### src/rtl/tilt_complementary_filter_assert.svh
// Assertion macros for the tilt filter
`ifndef TILT_COMPLEMENTARY_FILTER_ASSERT_SVH
`define TILT_COMPLEMENTARY_FILTER_ASSERT_SVH

// same-cycle implication
`define TCF_ASSERT_IMPLY(label, clk, rst_n, ante, cons) \
    label: assert property (@(posedge clk) disable iff (!rst_n) (ante) |-> (cons)) \
        else $error("tilt filter assertion failed");

// next-cycle implication
`define TCF_ASSERT_NEXT(label, clk, rst_n, ante, cons) \
    label: assert property (@(posedge clk) disable iff (!rst_n) (ante) |=> (cons)) \
        else $error("tilt filter assertion failed");

`endif

### src/rtl/tcf_pkg.sv
// ----------------------------------------------------------------------------
// tcf_pkg
// Shared types, codes and the arctangent table of the tilt filter.
// ----------------------------------------------------------------------------
package tcf_pkg;

    localparam int IN_W      = 16;
    localparam int TILT_W    = 15;
    localparam int ANG_W     = 16;
    localparam int DIR_W     = 3;
    localparam int ACC_W     = 48;
    localparam int CFG_W     = 25;
    localparam int OUT_TDATA_W = 104;
    localparam int SQRT_STEPS = 20;
    localparam int TAB_LEN   = 24;
    localparam int CNT_W     = 5;

    // register indexes
    localparam logic [1:0] REG_BLEND_WEIGHT   = 2'd0;
    localparam logic [1:0] REG_GYRO_GAIN      = 2'd1;
    localparam logic [1:0] REG_TILT_THRESHOLD = 2'd2;

    // direction codes
    localparam logic [DIR_W-1:0] DIR_NONE  = 3'd0;
    localparam logic [DIR_W-1:0] DIR_RIGHT = 3'd1;
    localparam logic [DIR_W-1:0] DIR_LEFT  = 3'd2;
    localparam logic [DIR_W-1:0] DIR_UP    = 3'd3;
    localparam logic [DIR_W-1:0] DIR_DOWN  = 3'd4;

    // datapath operations
    localparam logic [3:0] OP_NOP         = 4'd0;
    localparam logic [3:0] OP_LOAD        = 4'd1;
    localparam logic [3:0] OP_ACC         = 4'd2;
    localparam logic [3:0] OP_SQRT_INIT   = 4'd3;
    localparam logic [3:0] OP_SQRT_STEP   = 4'd4;
    localparam logic [3:0] OP_CORDIC_INIT = 4'd5;
    localparam logic [3:0] OP_CORDIC_STEP = 4'd6;
    localparam logic [3:0] OP_ANGLE       = 4'd7;
    localparam logic [3:0] OP_BLEND_MUL   = 4'd8;
    localparam logic [3:0] OP_BLEND_SUM   = 4'd9;
    localparam logic [3:0] OP_BLEND_SAT   = 4'd10;
    localparam logic [3:0] OP_COMMIT      = 4'd11;

    typedef struct packed {
        logic [3:0]       op;
        logic [1:0]       axis;
        logic [CNT_W-1:0] iter;
    } cmd_t;

    // atan(2^-i) in 2^-16 hundredths of a degree
    function automatic logic [29:0] atan_entry(input logic [CNT_W-1:0] i);
        logic [29:0] v;
        case (i)
            5'd0:  v = 30'd294912000;
            5'd1:  v = 30'd174096719;
            5'd2:  v = 30'd91987925;
            5'd3:  v = 30'd46694507;
            5'd4:  v = 30'd23437865;
            5'd5:  v = 30'd11730358;
            5'd6:  v = 30'd5866610;
            5'd7:  v = 30'd2933484;
            5'd8:  v = 30'd1466764;
            5'd9:  v = 30'd733385;
            5'd10: v = 30'd366693;
            5'd11: v = 30'd183346;
            5'd12: v = 30'd91673;
            5'd13: v = 30'd45837;
            5'd14: v = 30'd22918;
            5'd15: v = 30'd11459;
            5'd16: v = 30'd5730;
            5'd17: v = 30'd2865;
            5'd18: v = 30'd1432;
            5'd19: v = 30'd716;
            5'd20: v = 30'd358;
            5'd21: v = 30'd179;
            5'd22: v = 30'd90;
            5'd23: v = 30'd45;
            default: v = 30'd0;
        endcase
        return v;
    endfunction

endpackage

### src/rtl/tcf_ctrl.sv
// ----------------------------------------------------------------------------
// tcf_ctrl
// Sequencer: walks one sample through load, accumulate, square root,
// CORDIC, angle, blend and commit, and owns both handshakes.
// ----------------------------------------------------------------------------
module tcf_ctrl #(
    parameter int CORDIC_STEPS = 16
) (
    input  logic          aclk,
    input  logic          aresetn,
    input  logic          s_tvalid,
    output logic          s_tready,
    output logic          m_tvalid,
    input  logic          m_tready,
    output tcf_pkg::cmd_t cmd
);

    localparam int STEPS_RUN = (CORDIC_STEPS > tcf_pkg::TAB_LEN) ?
                               tcf_pkg::TAB_LEN : CORDIC_STEPS;
    localparam logic [tcf_pkg::CNT_W-1:0] CO_LAST = tcf_pkg::CNT_W'(STEPS_RUN - 1);
    localparam logic [tcf_pkg::CNT_W-1:0] SQ_LAST =
        tcf_pkg::CNT_W'(tcf_pkg::SQRT_STEPS - 1);

    localparam logic [3:0] S_IDLE    = 4'd0;
    localparam logic [3:0] S_ACC     = 4'd1;
    localparam logic [3:0] S_SQ_INIT = 4'd2;
    localparam logic [3:0] S_SQ      = 4'd3;
    localparam logic [3:0] S_CO_INIT = 4'd4;
    localparam logic [3:0] S_CO      = 4'd5;
    localparam logic [3:0] S_ANGLE   = 4'd6;
    localparam logic [3:0] S_BL_MUL  = 4'd7;
    localparam logic [3:0] S_BL_SUM  = 4'd8;
    localparam logic [3:0] S_BL_SAT  = 4'd9;
    localparam logic [3:0] S_OUT     = 4'd10;

    logic [3:0]                state_reg, state_next;
    logic [1:0]                axis_reg, axis_next;
    logic [tcf_pkg::CNT_W-1:0] cnt_reg, cnt_next;
    logic                      m_valid_reg, m_valid_next;

    assign s_tready = (state_reg == S_IDLE);
    assign m_tvalid = m_valid_reg;

    always_comb begin
        state_next   = state_reg;
        axis_next    = axis_reg;
        cnt_next     = cnt_reg;
        m_valid_next = m_valid_reg && !m_tready;
        cmd.op       = tcf_pkg::OP_NOP;
        cmd.axis     = axis_reg;
        cmd.iter     = cnt_reg;
        case (state_reg)
            S_IDLE: begin
                if (s_tvalid) begin
                    cmd.op     = tcf_pkg::OP_LOAD;
                    state_next = S_ACC;
                end
            end
            S_ACC: begin
                cmd.op     = tcf_pkg::OP_ACC;
                axis_next  = 2'd0;
                state_next = S_SQ_INIT;
            end
            S_SQ_INIT: begin
                cmd.op     = tcf_pkg::OP_SQRT_INIT;
                cnt_next   = '0;
                state_next = S_SQ;
            end
            S_SQ: begin
                cmd.op   = tcf_pkg::OP_SQRT_STEP;
                cnt_next = cnt_reg + 1'b1;
                if (cnt_reg == SQ_LAST) begin
                    state_next = S_CO_INIT;
                end
            end
            S_CO_INIT: begin
                cmd.op     = tcf_pkg::OP_CORDIC_INIT;
                cnt_next   = '0;
                state_next = S_CO;
            end
            S_CO: begin
                cmd.op   = tcf_pkg::OP_CORDIC_STEP;
                cnt_next = cnt_reg + 1'b1;
                if (cnt_reg == CO_LAST) begin
                    state_next = S_ANGLE;
                end
            end
            S_ANGLE: begin
                cmd.op = tcf_pkg::OP_ANGLE;
                if (axis_reg == 2'd2) begin
                    axis_next  = 2'd0;
                    state_next = S_BL_MUL;
                end else begin
                    axis_next  = axis_reg + 1'b1;
                    state_next = S_SQ_INIT;
                end
            end
            S_BL_MUL: begin
                cmd.op     = tcf_pkg::OP_BLEND_MUL;
                state_next = S_BL_SUM;
            end
            S_BL_SUM: begin
                cmd.op     = tcf_pkg::OP_BLEND_SUM;
                state_next = S_BL_SAT;
            end
            S_BL_SAT: begin
                cmd.op = tcf_pkg::OP_BLEND_SAT;
                if (axis_reg == 2'd2) begin
                    axis_next  = 2'd0;
                    state_next = S_OUT;
                end else begin
                    axis_next  = axis_reg + 1'b1;
                    state_next = S_BL_MUL;
                end
            end
            S_OUT: begin
                // output register is free or being emptied this cycle
                if (!m_valid_reg || m_tready) begin
                    cmd.op       = tcf_pkg::OP_COMMIT;
                    m_valid_next = 1'b1;
                    state_next   = S_IDLE;
                end
            end
            default: begin
                state_next = S_IDLE;
            end
        endcase
    end

    always_ff @(posedge aclk) begin
        if (!aresetn) begin
            state_reg   <= S_IDLE;
            axis_reg    <= 2'd0;
            cnt_reg     <= '0;
            m_valid_reg <= 1'b0;
        end else begin
            state_reg   <= state_next;
            axis_reg    <= axis_next;
            cnt_reg     <= cnt_next;
            m_valid_reg <= m_valid_next;
        end
    end

endmodule

### config.mk
export PLATFORM = sky130hd
export DESIGN_NAME = tcf_ctrl
export DESIGN_NICKNAME = d
export VERILOG_FILES = /design/src/rtl/tilt_complementary_filter_assert.svh /design/src/rtl/tcf_pkg.sv /design/src/rtl/tcf_ctrl.sv
export SDC_FILE = /design/constraint.sdc
export NUM_CORES = 1
export LEC_CHECK = 0
export ABC_AREA = 0
export BUFFER_PORTS_ARGS = -buffer_cell sky130_fd_sc_hd__buf_2
export CAP_MARGIN = 25
export CORE_MARGIN = 8
export CORE_UTILIZATION = 52
export CTS_BUF_LIST = sky130_fd_sc_hd__clkbuf_16
export CTS_CLUSTER_DIAMETER = 60
export DETAILED_ROUTE_END_ITERATION = 7
export GPL_TIMING_DRIVEN = 0
export MAX_ROUTING_LAYER = met4
export PLACE_DENSITY = 0.76
export SKIP_CTS_REPAIR_TIMING = 1
export SYNTH_ARGS = -nofsm -noshare
export SYNTH_HDL_FRONTEND = slang
export SYNTH_SLANG_ARGS = --single-unit
### constraint.sdc
create_clock -name aclk -period 1.95 [get_ports aclk]
set_input_delay 0.585 -clock aclk [delete_from_list [all_inputs] [get_ports aclk]]
set_output_delay 0.585 -clock aclk [all_outputs]
set_load 0.01 [all_outputs]
# --- Word-level counts from Yosys, hierarchy flattened ---
# Index checks and enable logic that the tools add are counted.
op_classes:
  n_div: 0
  n_eq_ne: 17
  n_lt_le_gt_ge: 0
  n_mul: 0
  n_reduce_logical: 11
  addsub: 2
  n_bitwise: 0
  mux: 15
  n_shift: 0
op_table:
  columns: ["operator", "n"]
  rows:
  - ["4-bit one-hot mux with 11 select lines", 2]
  - ["4-bit two-way mux", 6]
  - ["4-bit by 3-bit equality test with 1-bit output, second input constant", 4]
  - ["4-bit equality test, second input constant", 3]
  - ["5-bit one-hot mux with 2 select lines", 1]
  - ["4-bit by 2-bit equality test with 1-bit output, second input constant", 2]
  - ["2-bit != test, second input constant", 4]
  - ["2-bit OR reduction", 3]
  - ["5-bit by 1-bit adder with 5-bit output, second input constant", 1]
  - ["5-bit by 4-bit equality test with 1-bit output, second input constant", 1]
  - ["5-bit equality test, second input constant", 1]
  - ["4-bit by 1-bit equality test with 1-bit output, second input constant", 1]
  - ["4-bit logical NOT", 1]
  - ["2-bit one-hot mux with 2 select lines", 1]
  - ["4-bit AND reduction", 1]
  - ["2-bit nonzero test", 2]
  - ["1-bit two-way mux", 3]
  - ["3-bit two-way mux", 1]
  - ["2-bit by 1-bit adder with 2-bit output, second input constant", 1]
  - ["2-bit equality test, second input constant", 1]
  - ["1-bit logical NOT", 2]
  - ["2-bit two-way mux", 1]
  - ["1-bit logical AND", 1]
  - ["1-bit logical OR", 1]
word_totals:
  rom_bits: 0
  out_inout_bits: 13
  latchBits: 0
  word_cells: 49
  mem_count: 0
  mem_bits_rw: 0
  regBits: 12

# --- Depth between registers and ports, before layout ---
# Gate-level depths: netlist (run 1).
depth:
  depth_word: 4
  depth_mapped: 7
  ltp_nobuf: 7

# --- Worst setup path after synthesis (run 1) ---
# No wires, ideal clock.
synth_path:
  path_kind: "reg2out"
  start: "register state_reg[1]"
  end: "output cmd[7] in the netlist's numbering"
  arrival_time_ps: 1227
  required_ps: 1365
  setup_slack_ps: 138
  stages_incl_launch_ff: 5
  n_path_buf: 2
  path_cell_list: "dfxtp_1 buf_2 buf_1 nor3_1 a221oi_1"
synth_lines:
  columns: ["item", "line_no", "source"]
  rows:
  - ["start, declared", "tcf_ctrl.sv:36", "logic [3:0] state_reg, state_next;"]
  - ["start signal, assigned", "tcf_ctrl.sv:137", "state_reg <= state_next;"]
  - ["end, declared", "tcf_ctrl.sv:15", "output tcf_pkg::cmd_t cmd"]

==> results.py, run 1 <==
metrics = {
    "outcome": {
        "run_status": "completed",
    },
    "pwr": {
        "p_per_area_nw_per_um2": 1160,
        "total_power_mw": 1.29,
        "peakVddDrop_mv": 0.837,
        "leakage_nw": 0.478,
    },
    "sta": {
        "timing.fmax_ghz": 0.526,
        "fin_hold_ws_ps": 504,
        "period_needed_ps": 1900,
        "clock_skew_ps": 2.82,
        "slew_headroom": 0.730,
        "fin_crit_sh": 0.976,
        "tightest_slew_ps": 406,
        "slew_violations": 0,
        "final_hold_viol_count": 0,
        "setup_viol": 0,
    },
    "synth": {
        "yosysSeqAreaShare": 0.286,
        "yosys.area.top_type": "dfxtp_1",
        "synthTopCellsByCount": "dfxtp_1 (12), nand2_1 (12)",
        "synthTopCellsByArea": "dfxtp_1 (29%), a21boi_0 (5.4%), nand2_1 (5.4%)",
        "syn_avg_cell_area_um2": 7.86,
        "syn_inst": 107,
        "ys_types": 39,
        "synth_edf_count": 0,
        "synth_top_area_share": 0.286,
        "async_reset_ff_frac": 0,
        "syn_area_um2": 841,
        "syn_nets": 113,
        "yosys_warnings": 0,
        "ys.flop_type": "dfxtp_1",
        "synth-seq-cells": 12,
    },
    "critical_path": {
        "reg2reg_to": "state_reg[0]",
        "cp_max_fo": 10,
        "rr_worst_depth": 6,
        "critical_path_class": "reg2out",
        "cpPeakStageDelay_ps": 350,
        "end_kind": "output port",
        "cp.depth": 5,
        "crit_buf_inv": 2,
        "cp_top_family": "simple AND/OR/NAND/NOR gates",
        "crit_required_ps": 1360,
        "crit_chain": "buf_6, nand2_2, or3_4, nand2_1, buf_2",
        "worstPathArrival_ps": 1320,
        "crit_slowest_cell": "dfxtp_2",
        "worstSetupStartpointType": "register",
        "r2r-start": "cnt_reg[0]",
        "reg2reg_slack_ps": 350,
    },
    "layout": {
        "largest_reg_flops": 5,
        "syn2layout_area_growth_pct": 32.3,
        "fin_nets": 139,
        "layout-drive-gt1-share": 0.321,
        "n_antenna_cell": 0,
    },
    "global_routing": {
        "grt_overflow_total": 0,
        "grt_usage": 0.129,
        "grt_max_degree": 11,
        "grt_pass1_vias": 792,
        "grt_antenna_before_repair": 0,
        "grt_pass1_wl_mm": 3.43,
    },
    "cts": {
        "path_clk_slew_ps": 40,
        "cts_made_buffers": 3,
        "clk_latency_ps": 240,
        "cts_root_buf": "clkbuf_16",
        "clock-sinks": 12,
        "htree_levels": 1,
        "clockBufferDepth": 2,
        "cts_tree": "built",
    },
    "floorplanning": {
        "die_w_um": 56.2,
        "core.rowCount": 14,
        "die_y_um": 56.2,
        "initial_utilization": 0.558,
        "core_um2": 1510,
        "die-area_um2": 3160,
        "pin_count": 17,
    },
    "placed_design": {
        "dpl.hpwl_mm": 1.53,
        "port_buffers": 16,
        "place.gp.congestion": 0.865,
    },
    "routing": {
        "avgViaCountPerCell": 6.03,
        "wire_per_inst_um": 15.0,
        "wl_mm": 2.20,
        "drc": 0,
        "first_pass_iters": 4,
        "final_antenna_net_count": 0,
        "vias": 886,
        "first_iter_violations": 21,
    },
    "min_path": {
        "hold_start": "cnt_reg[2]",
        "min_path_cells": 2,
        "worst_hold_path_type": "reg2reg",
        "holdPathEnd": "cnt_reg[2]",
    },
    "job": {
        "maxCapViolCount": 0,
    },
}
[cells in the final DEF (no fill, tap or decap), types with 3 or more instances in the layout]
cell type / synthesis / routed
a21oi_1: 6 / 6
dfxtp_1: 12 / 8
clkbuf_16: 0 / 3
buf_2: 3 / 17
o21ai_0: 6 / 5
a21boi_0: 6 / 6
nor2_1: 6 / 6
nand2b_1: 4 / 4
nand2_1: 12 / 11
inv_1: 4 / 4
buf_6: 0 / 4
nand3_1: 3 / 3
nor2b_1: 5 / 5
and2_1: 3 / 3
buf_4: 0 / 6
[tightest hold or removal path, delay by kind of cell (launching register included)]
family	cells	cell delay, ps
AO/OA/AOI/OAI	1	50
flip-flops	1	330
AND/OR/NAND/NOR	1	70
[through the flow]
step                      instance area, um^2  TNS, ps  setup slack, ps  instances  utilization
after CTS                                1020     -675             -247        142        0.674
after detailed placement                  941    -4.45            -3.95        139        0.625
after global placement                    941        0             9.73        139        0.625
after floorplan                           841        0              138        107            -
final                                    1110        0             47.2        147        0.738
after global routing                     1110    -9.34            -4.73        147        0.738
[cell type report]
type	count	area (um^2)
Multi-Input combinational cell	84	573
Fill cell	120	394
Sequential cell	12	250
Timing Repair Buffer	22	125
Clock buffer	3	75.1
Buffer	6	53.8
Tap cell	16	20.0
Inverter	4	15.0
[cells by family after synthesis]
logic type | synth area share
AND/OR/NAND/NOR | 0.344
AO/OA/AOI/OAI | 0.234
flip-flops | 0.286
buffers and inverters | 0.0536
XOR/XNOR | 0.0298
multiplexers | 0.0238
adder cells (fa/ha/maj) | 0.0298
[metal layers]
| layer | GRT usage | wire length [um] | vias to the layer above |
|---|---|---|---|
| li1 | - | - | 429 |
| met1 | 0.152 | 1040 | 423 |
| met2 | 0.203 | 979 | 28 |
| met3 | 0.0434 | 137 | 6 |
| met4 | 0.0378 | 43 | 0 |
| met5 | - | 0 | - |
[power breakdown]
part	switching, mW	internal [mW]
combinational	0.323	0.273
sequential	0.0515	0.287
clock	0.0946	0.266
[worst max-delay path by stage]
| stage | startpoint | endpoint | slack (ps) |
|---|---|---|---|
| floorplan | state_reg[1] | cmd[7] | 140 |
| global placement | state_reg[1] | cmd[7] | 10 |
| detailed placement | state_reg[2] | cmd[10] | -4 |
| CTS | state_reg[2] | cmd[10] | -250 |
| global route | state_reg[2] | cmd[10] | -5 |
| finish | state_reg[0] | cmd[10] | 50 |
Power figures use the tool's default switching activity.
==> inputs of run 2 (changes only) <==
--- a/config.mk
+++ b/config.mk
@@ -6,7 +6,7 @@
 export NUM_CORES = 1
 export LEC_CHECK = 0
 export ABC_AREA = 0
-export BUFFER_PORTS_ARGS = -buffer_cell sky130_fd_sc_hd__buf_2
+export BUFFER_PORTS_ARGS = -buffer_cell sky130_fd_sc_hd__buf_4
 export CAP_MARGIN = 25
 export CORE_MARGIN = 8
 export CORE_UTILIZATION = 52
==> run 2 against run 1 <==
Sequential share of layout area down 1.8 points. Final cell count increased by 1.4%. Largest cell class unchanged. Cell area grew 7.2%. Clock power up 1%. Register-to-register slack gained 30 ps. Sequential power decreased by 7.7%. Worst setup slack worse by 43 ps. Via count increased by 3.3%.
==> results.py, run 2 (synthesized netlist as in run 1, its figures left out) <==
metrics = {
    "routing": {
        "met3_length_um": 173,
        "wire_per_inst_um": 16.3,
        "m1WireLength_mm": 1.05,
        "final_antenna_net_count": 0,
        "vias": 915,
        "avgViaCountPerCell": 6.14,
        "wl_met2_mm": 1.15,
        "first_iter_violations": 36,
        "wl_mm": 2.42,
        "first_pass_iters": 4,
        "highest_layer": "met4",
        "drc": 0,
    },
    "cts": {
        "clk_latency_ps": 240,
        "clock-sinks": 12,
        "cts_tree": "built",
        "cts_root_buf": "clkbuf_16",
        "cts_made_buffers": 3,
        "htree_levels": 1,
        "path_clk_slew_ps": 40,
        "clockBufferDepth": 2,
    },
    "placed_design": {
        "port_buffers": 16,
        "dpl.hpwl_mm": 1.49,
        "dp_cells": 139,
        "place.gp.congestion": 0.862,
    },
    "sta": {
        "timing.fmax_ghz": 0.514,
        "period_needed_ps": 1950,
        "slew_headroom": 0.741,
        "fin_hold_ws_ps": 502,
        "slew_violations": 0,
        "setup_tns_ps": 0,
        "setup_viol": 0,
        "fin_crit_sh": 0.998,
        "rsz0062_at_grt": "yes",
        "clock_skew_ps": 5.71,
        "tightest_slew_ps": 389,
        "final_hold_viol_count": 0,
    },
    "layout": {
        "mostFrequentLayoutCells": "buf_4 (21), nand2_1 (9), dfxtp_1 (9)",
        "syn2layout_area_growth_pct": 41.8,
        "final_common_cell": "buf_4",
        "layout-drive-gt1-share": 0.361,
        "largest_reg_flops": 5,
        "fin_cells": 149,
        "n_antenna_cell": 0,
        "fill_cells": 106,
        "fin_nets": 141,
    },
    "critical_path": {
        "worstPathArrival_ps": 1360,
        "crit_required_ps": 1360,
        "crit_slowest_cell": "dfxtp_4",
        "reg2reg_slack_ps": 380,
        "cpPeakStageDelay_ps": 370,
        "worstSetupStartpointType": "register",
        "crit_chain": "buf_8, clkinvlp_4, or3_4, nand2_2, buf_6",
        "cp_top_family": "simple AND/OR/NAND/NOR gates",
        "critical_path_class": "reg2out",
        "end_kind": "output port",
        "crit_buf_inv": 3,
        "cp_max_fo": 7,
    },
    "global_routing": {
        "grt_overflow_total": 0,
        "grt_usage": 0.137,
        "grt_pass1_vias": 764,
        "grt_antenna_before_repair": 0,
        "grt_pass1_wl_mm": 3.59,
        "grt_max_degree": 11,
    },
    "floorplanning": {
        "die_w_um": 56.2,
        "die_y_um": 56.2,
        "core_um2": 1510,
        "core.rowCount": 14,
        "initial_utilization": 0.558,
        "pin_count": 17,
        "die-area_um2": 3160,
    },
    "pwr": {
        "p_per_area_nw_per_um2": 1190,
        "peakVddDrop_mv": 0.993,
        "leakage_nw": 0.493,
    },
    "outcome": {
        "run_status": "completed",
    },
    "min_path": {
        "worst_hold_path_type": "reg2reg",
    },
    "job": {
        "maxCapViolCount": 0,
    },
}
-- run 2: metal layers --
layer,vias to the layer above,GRT usage
met1,420,0.177
li1,436,-
met5,-,-
met4,0,0.0378
met2,49,0.197
met3,10,0.0457
-- run 2: tightest hold or removal path, cell delays in order (launching register included) --
cell	delay, ps
dfxtp_1	330
nand2_1	60
a21boi_0	60
-- run 2: layout make-up --
class                   instances  area [um^2]  share of cell area
repair buffers                 23          178               0.149
clock buffers                   3         75.1              0.0630
flip-flops and latches         12          246               0.207
plain buffers                   7         67.6              0.0567
multi-input cells              84          587               0.492
well taps                      16         20.0              0.0168
inverters                       4         18.8              0.0157
-- run 2: path summary, 6_finish.rpt --
path,cells after the start,endpoint,startpoint
hold reg to reg,2,axis_reg[0],axis_reg[0]
hold / removal,2,axis_reg[0],axis_reg[0]
setup / recovery,5,cmd[10],state_reg[2]
setup reg to reg,6,state_reg[0],cnt_reg[0]
-- run 2: through the flow --
step	power, mW	instance area, um^2	util	setup slack [ps]
after floorplan	0.705	841	-	138
after global placement	0.871	981	0.651	-5.50
after detailed placement	0.886	981	0.651	-34.9
after CTS	1.25	1060	0.701	-301
after global routing	1.48	1190	0.792	-36.8
final	1.42	1190	0.792	4.18
-- run 2: power by group --
group | internal (mW) | leakage (nW) | switching (mW)
combinational | 0.350 | 0.357 | 0.393
sequential | 0.280 | 0.0988 | 0.0320
clock | 0.266 | 0.0370 | 0.0984
==> inputs of run 3 (changes only) <==
--- a/config.mk
+++ b/config.mk
@@ -8,14 +8,16 @@
 export ABC_AREA = 0
 export BUFFER_PORTS_ARGS = -buffer_cell sky130_fd_sc_hd__buf_4
 export CAP_MARGIN = 25
+export CELL_PAD_IN_SITES_DETAIL_PLACEMENT = 0
+export CELL_PAD_IN_SITES_GLOBAL_PLACEMENT = 2
 export CORE_MARGIN = 8
-export CORE_UTILIZATION = 52
+export CORE_UTILIZATION = 30
 export CTS_BUF_LIST = sky130_fd_sc_hd__clkbuf_16
 export CTS_CLUSTER_DIAMETER = 60
 export DETAILED_ROUTE_END_ITERATION = 7
 export GPL_TIMING_DRIVEN = 0
 export MAX_ROUTING_LAYER = met4
-export PLACE_DENSITY = 0.76
+export PLACE_DENSITY_LB_ADDON = 0.1
 export SKIP_CTS_REPAIR_TIMING = 1
 export SYNTH_ARGS = -nofsm -noshare
 export SYNTH_HDL_FRONTEND = slang
==> run 3 against run 2 <==
Wire length decreased by 2.2%. Power decreased by 0.56%. Flip-flop and latch count did not move. Via count fell by 8.2%. Worst hold slack worse by 6.2 ps. Non-clock buffer count is 1 lower. Combinational power shrank 3.0%. Critical path type unchanged.
==> results.py, run 3 (synthesized netlist as in run 1, its figures left out) <==
metrics = {
    "outcome": {
        "run_status": "completed",
    },
    "critical_path": {
        "rr_worst_depth": 6,
        "worstSetupStartpointType": "register",
        "crit_slowest_cell": "or3_4",
        "endpoint": "cmd[10]",
        "critical_path_class": "reg2out",
        "cpPeakStageDelay_ps": 380,
        "crit_required_ps": 1360,
        "worstPathArrival_ps": 1360,
        "crit_chain": "buf_8, clkinvlp_4, or3_4, nand2_2, buf_4",
        "cp_max_fo": 6,
        "cp.depth": 5,
        "crit_buf_inv": 3,
        "end_kind": "output port",
        "crit_start": "state_reg[2]",
        "cp_top_family": "simple AND/OR/NAND/NOR gates",
        "reg2reg_slack_ps": 370,
        "r2r-start": "cnt_reg[0]",
        "reg2reg_to": "state_reg[0]",
    },
    "placed_design": {
        "dp_cells": 154,
        "dp_worst_setup_slack_ps": -80.1,
        "place.gp.congestion": 0.782,
        "port_buffers": 16,
        "dpl.hpwl_mm": 1.69,
    },
    "routing": {
        "first_pass_iters": 4,
        "drc": 0,
        "final_antenna_net_count": 0,
        "wl_mm": 2.37,
        "vias": 840,
        "first_iter_violations": 45,
        "avgViaCountPerCell": 5.12,
        "wire_per_inst_um": 14.5,
    },
    "global_routing": {
        "use_met1": 0.130,
        "grt_usage": 0.111,
        "use_met2": 0.175,
        "grt_overflow_total": 0,
        "busiest_layer": "met2",
        "grt_max_degree": 11,
        "grt_antenna_before_repair": 0,
        "grt_pass1_vias": 801,
        "grt_pass1_wl_mm": 3.86,
        "gr-usage-met3": 0.0323,
    },
    "sta": {
        "period_needed_ps": 1940,
        "worst_slack_ps": 6.40,
        "setup_tns_ps": 0,
        "clock_skew_ps": 3.43,
        "slew_violations": 0,
        "slew_headroom": 0.704,
        "rsz0062_at_grt": "yes",
        "tightest_slew_ps": 444,
        "setup_viol": 0,
        "fin_crit_sh": 0.997,
        "final_hold_viol_count": 0,
        "timing.fmax_ghz": 0.515,
    },
    "cts": {
        "clockBufferDepth": 2,
        "clock-sinks": 12,
        "path_clk_slew_ps": 40,
        "cts_made_buffers": 3,
        "cts_tree": "built",
        "cts_root_buf": "clkbuf_16",
        "clk_latency_ps": 240,
        "htree_levels": 1,
    },
    "floorplanning": {
        "die_y_um": 68.9,
        "core_um2": 2710,
        "initial_utilization": 0.310,
        "core.rowCount": 19,
        "pin_count": 17,
        "die-area_um2": 4750,
        "die_w_um": 68.9,
    },
    "job": {
        "maxCapViolCount": 0,
    },
    "layout": {
        "mostFrequentLayoutCells": "buf_4 (22), dfxtp_1 (9), nand2_1 (8)",
        "fin_nets": 140,
        "n_antenna_cell": 0,
        "largest_reg_flops": 5,
        "layout-drive-gt1-share": 0.361,
        "fin_cells": 164,
        "final_common_cell": "buf_4",
        "fill_cells": 293,
        "syn2layout_area_growth_pct": 44.6,
        "final_core_util": 0.449,
    },
    "pwr": {
        "peakVddDrop_mv": 0.533,
        "total_power_mw": 1.41,
        "leakage_nw": 0.493,
        "p_per_area_nw_per_um2": 1160,
    },
    "min_path": {
        "worst_hold_path_type": "reg2reg",
    },
}
-- run 3: routing by layer --
layer  vias to the layer above  part of all wire
li1                        437                 -
met1                       386              0.47
met2                        13              0.48
met3                         4             0.034
met4                         0             0.013
met5                         -                 0
-- run 3: area by class of cell --
| class | count | area [um^2] | area share |
|---|---|---|---|
| inverters | 4 | 18.8 | 0.0154 |
| plain buffers | 7 | 75.1 | 0.0617 |
| well taps | 31 | 38.8 | 0.0319 |
| multi-input cells | 84 | 589 | 0.485 |
| clock buffers | 3 | 75.1 | 0.0617 |
| flip-flops and latches | 12 | 246 | 0.203 |
| clock inverters | 1 | 3.75 | 0.00309 |
| repair buffers | 22 | 169 | 0.139 |
-- run 3: through the flow --
step                      instance area, um^2  hold slack [ps]
after global routing                     1220              536
after floorplan                           841              507
after CTS                                1080              499
final                                    1220              496
after global placement                   1000              484
after detailed placement                 1000              494
-- run 3: worst min path at each step --
stage	startpoint	to	slack [ps]	cells after the start
after global routing	axis_reg[0]	axis_reg[0]	540	2
after CTS	axis_reg[0]	axis_reg[0]	500	2
after detailed placement	axis_reg[0]	axis_reg[0]	490	2
after global placement	axis_reg[0]	axis_reg[0]	480	2
final	axis_reg[0]	axis_reg[0]	500	2
after floorplan	axis_reg[0]	axis_reg[0]	510	2
-- run 3: power by group --
part / switching [mW] / leakage, nW / internal (mW) / total [mW]
logic: 0.369 / 0.355 / 0.352 / 0.721
clock network: 0.114 / 0.0385 / 0.271 / 0.385
registers: 0.0262 / 0.0988 / 0.280 / 0.306
-- run 3: tightest hold or removal path, stage by stage, from the launching register on --
cell	delay [ps]
dfxtp_1	320
nand2_1	60
a21boi_0	60
